**src/sv/ptti_pkg.sv**
```systemverilog
// shared constants and types for the pose table time interpolator
// no dependencies
package ptti_pkg;
    localparam int TableDepth = 64;
    localparam int IdxW = $clog2(TableDepth);
    localparam int CntW = IdxW + 1;
    localparam int TimeW = 48;
    localparam int ValW = 32;
    localparam int NumFields = 6;
    localparam int RatioW = 17;
    localparam int QuotW = 18;

    typedef logic [1:0] t_action;
    localparam t_action ActClear = 2'd0;
    localparam t_action ActAppend = 2'd1;
    localparam t_action ActQuery = 2'd2;

    typedef logic [1:0] t_status;
    localparam t_status StInterp = 2'd0;
    localparam t_status StLast = 2'd1;
    localparam t_status StFirst = 2'd2;
    localparam t_status StEmpty = 2'd3;

    typedef logic [ValW-1:0] t_val;
    typedef t_val t_vals [NumFields];

    // one step of the restoring divider cell chain
    typedef struct packed {
        logic [TimeW:0] rem;
        logic [QuotW-1:0] quot;
    } t_div;
endpackage

```
**src/sv/ptti_div_cell.sv**
```systemverilog
// one restoring division step, registered, handing the partial result on
// depends on ptti_pkg
module ptti_div_cell (
    input  logic                        i_clk,
    input  logic                        i_en,
    input  logic [ptti_pkg::TimeW-1:0]  i_den,
    input  ptti_pkg::t_div              i_d,
    input  logic                        i_bit,
    output ptti_pkg::t_div              o_d
);
    import ptti_pkg::*;
    logic [TimeW+1:0] w_sh;
    logic [TimeW+1:0] w_sub;
    t_div r_d;
    t_div n_d;

    always_comb begin
        w_sh = {i_d.rem, i_bit};
        w_sub = w_sh - {2'b00, i_den};
        n_d.quot = {i_d.quot[QuotW-2:0], ~w_sub[TimeW+1]};
        n_d.rem = w_sub[TimeW+1] ? w_sh[TimeW:0] : w_sub[TimeW:0];
    end

    always_ff @(posedge i_clk) begin
        if (i_en) begin
            r_d <= n_d;
        end
    end
    assign o_d = r_d;
endmodule

```
**config.mk**
```make
export PLATFORM = sky130hd
export DESIGN_NAME = ptti_div_cell
export DESIGN_NICKNAME = d
export VERILOG_FILES = /design/src/sv/ptti_pkg.sv /design/src/sv/ptti_div_cell.sv
export SDC_FILE = /design/constraint.sdc
export NUM_CORES = 1
export LEC_CHECK = 0
export ABC_AREA = 1
export BUFFER_PORTS_ARGS = -buffer_cell sky130_fd_sc_hd__buf_2
export CORE_AREA = 4 4 161 163
export CTS_CLUSTER_DIAMETER = 80
export DETAILED_ROUTE_END_ITERATION = 10
export DIE_AREA = 0 0 165 167
export GPL_TIMING_DRIVEN = 1
export PLACE_DENSITY_LB_ADDON = 0.12
export SYNTH_ARGS = -nofsm -noshare
export SYNTH_HDL_FRONTEND = slang
export SYNTH_SLANG_ARGS = --single-unit
export TNS_END_PERCENT = 100
```
**constraint.sdc**
```tcl
create_clock -name i_clk -period 4.7 [get_ports i_clk]
set_input_delay 0.235 -clock i_clk [delete_from_list [all_inputs] [get_ports i_clk]]
set_output_delay 0.235 -clock i_clk [all_outputs]
set_load 0.005 [all_outputs]
```
==> results.ini <==
[synthesis]
postSynthRegisterBits=67
syn-instance-count=1197
avgSynthCellArea_um2=6.08
synth.net_count=1364
synth_area_um2=7280
yosys-top-cells-area=edfxtp_1, nand2_1, inv_1
synth_warnings=0
yosysTopAreaCell=edfxtp_1
ys_seq_area_share_pct=27.6
yosysUniqueCellTypes=30
yosysTopAreaCellShare_pct=27.6

[final_layout]
syn_to_final_growth_pct=21.6
layout.nets=1548
n_antenna_cell=0
drive_gt1_share_pct=17.3
fin_util_pct=36.4
largest_reg_flops=67

[floorplan]
die_h_um=167
ios=185
initial_utilization_pct=29.9
coreArea_um2=24300
row_count=57
fp.dieArea_um2=27600
die_w_um=165

[timing]
fin_tns_setup_ns=0
slew-limit-headroom_pct=38.5
hold_viol=0
period_share_pct=56.7
layout_min_cycle_time_ns=2.66
rsz0062_at_grt=no
drv_slew=0
fmax_mhz=375
setup_viol=0
tightest_slew_ns=0.923

[grt]
grt_pass1_vias=7209
grt_max_degree=68
grt_usage_pct=18.2
grt_pass1_wl_mm=38.9
grt_overflow=0
antenna_found_initial=0

[clocking]
tritoncts=built
h-tree-depth=3
postCtsSetupBuffers=0
cts_resized=0
clockRootBuffer=clkbuf_16
clk_pin_slew_ns=0.07
clock_path_buffers=2
ctsHoldBuffers=0
cts-buffers-inserted=9
clock-sinks=67

[detailed_routing]
drc=0
wl_per_cell_um=14.6
postRouteWirelength_mm=25.0
ant_nets=0
drt_iter0_drc=368
via_count=7423
via_per_inst=4.34
first_pass_iters=4

[worst_setup_path]
crit_family=simple AND/OR/NAND/NOR gates
path_cells=buf_2, inv_1, ha_1, nand2_2, inv_1, nand2_1, nand2_1, inv_1, nand3_2, nand2_1, nand2_2, nand2_2, nand3_2, nand2_1, buf_4, nand2_1, buf_4, nand2_1, nand2_1
crit_required_ns=4.80
criticalPathCategory=primary input to flop
path_buf_inv=6
cp_common_cell=nand2_1
endpoint_kind=flop
critPathMaxStageDelay_ns=0.35
cp_max_fo=31
worstPathArrival_ns=2.76
crit_slowest_cell=ha_1
setup.worst_path.start_class=primary input

[placed_design]
hpwlAfterDp_mm=21.0
place_congestion=0.892
io_buffers=183

[flow_run]
cap_violations=0

[pwr]
power.total_uw=2370
powerDensity_nw_per_um2=268
p_leak_uw=0.00528
ir_worst_vdd_v=0.000114

[status]
status=complete, no violations

[hold_path]
min_path_type=primary input to flop

## cells in the mapped netlist
cell type / number
a21boi_0: 1
a21o_1: 1
a21oi_1: 26
a21oi_2: 1
and2_1: 2
buf_2: 6
buf_4: 5
buf_6: 4
edfxtp_1: 67
fa_1: 1
ha_1: 48
inv_1: 259
inv_2: 4
nand2_1: 513
nand2_2: 8
nand3_1: 76
nand3_2: 13
nand3b_1: 6
nand4_1: 14
nor2_1: 80
nor2_2: 3
nor2_4: 3
nor3_1: 14
nor3_2: 2
o21a_1: 2
o21ai_0: 2
o21bai_1: 11
or2_2: 2
xnor2_1: 1
xor2_1: 22
## placed cells by master (no fill, tap or decap), types with 9 or more instances in the layout
cell type,n
nand2_1,513
inv_1,259
buf_2,182
nor2_1,80
nand3_1,76
edfxtp_1,67
ha_1,48
a21oi_1,26
xor2_1,22
nor3_1,14
nand4_1,14
nand3_2,13
o21bai_1,11
clkbuf_16,9
## path summary, 6_finish.rpt
path	from	to	slack, ns	cells after the start
worst max-delay path	i_den[8]	o_d[47]$_DFFE_PP_	2.04	19
worst min-delay path	i_d[1]	o_d[2]$_DFFE_PP_	0.06	1
## routing by layer
layer  wire length (um)  part of all wire (%)  up-vias  global-route usage [%]
li1                   -                     -     4003                       -
met1              12900                    51     3223                    26.8
met2              10500                    42      177                    27.8
met3               1240                   5.0       20                    2.57
met4                374                   1.5        0                    4.41
met5                  0                     0        -                       0
## cell families after synthesis
logic type                 share of synthesized area, %
adders and majority gates                          8.52
xor gates and xnor gates                           2.77
and+or+nand+nor                                    42.4
buffers and inverters                              15.1
AOI/OAI and AO/OA                                  3.59
DFF                                                27.6
## per-stage QoR
step / instances / area, um^2 / setup WS, ns / hold slack, ns
after CTS: 1710 / 8860 / 1.97 / 0.0455
after global placement: 1694 / 8530 / 1.60 / 0.411
final: 1710 / 8860 / 2.04 / 0.0589
after floorplan: 1197 / 7280 / 2.71 / 0.334
after detailed placement: 1694 / 8530 / 1.61 / 0.413
after global routing: 1710 / 8860 / 1.73 / 0.0413
## layout make-up
class,count,area (um^2)
fillers,2760,15500
multi-input cells,852,4170
flip-flops and latches,67,2010
clock inverters,7,100
clock buffers,9,225
well taps,324,405
inverters,263,987
repair buffers,188,956
## power breakdown
group	switching (uW)	leakage [uW]	internal, uW	total [uW]
Clock	299	0.000160	469	767
Sequential	15.7	0.000654	755	770
Combinational	533	0.00447	302	836
Total	847	0.00528	1530	2370
(Power assumes the default switching activity.)
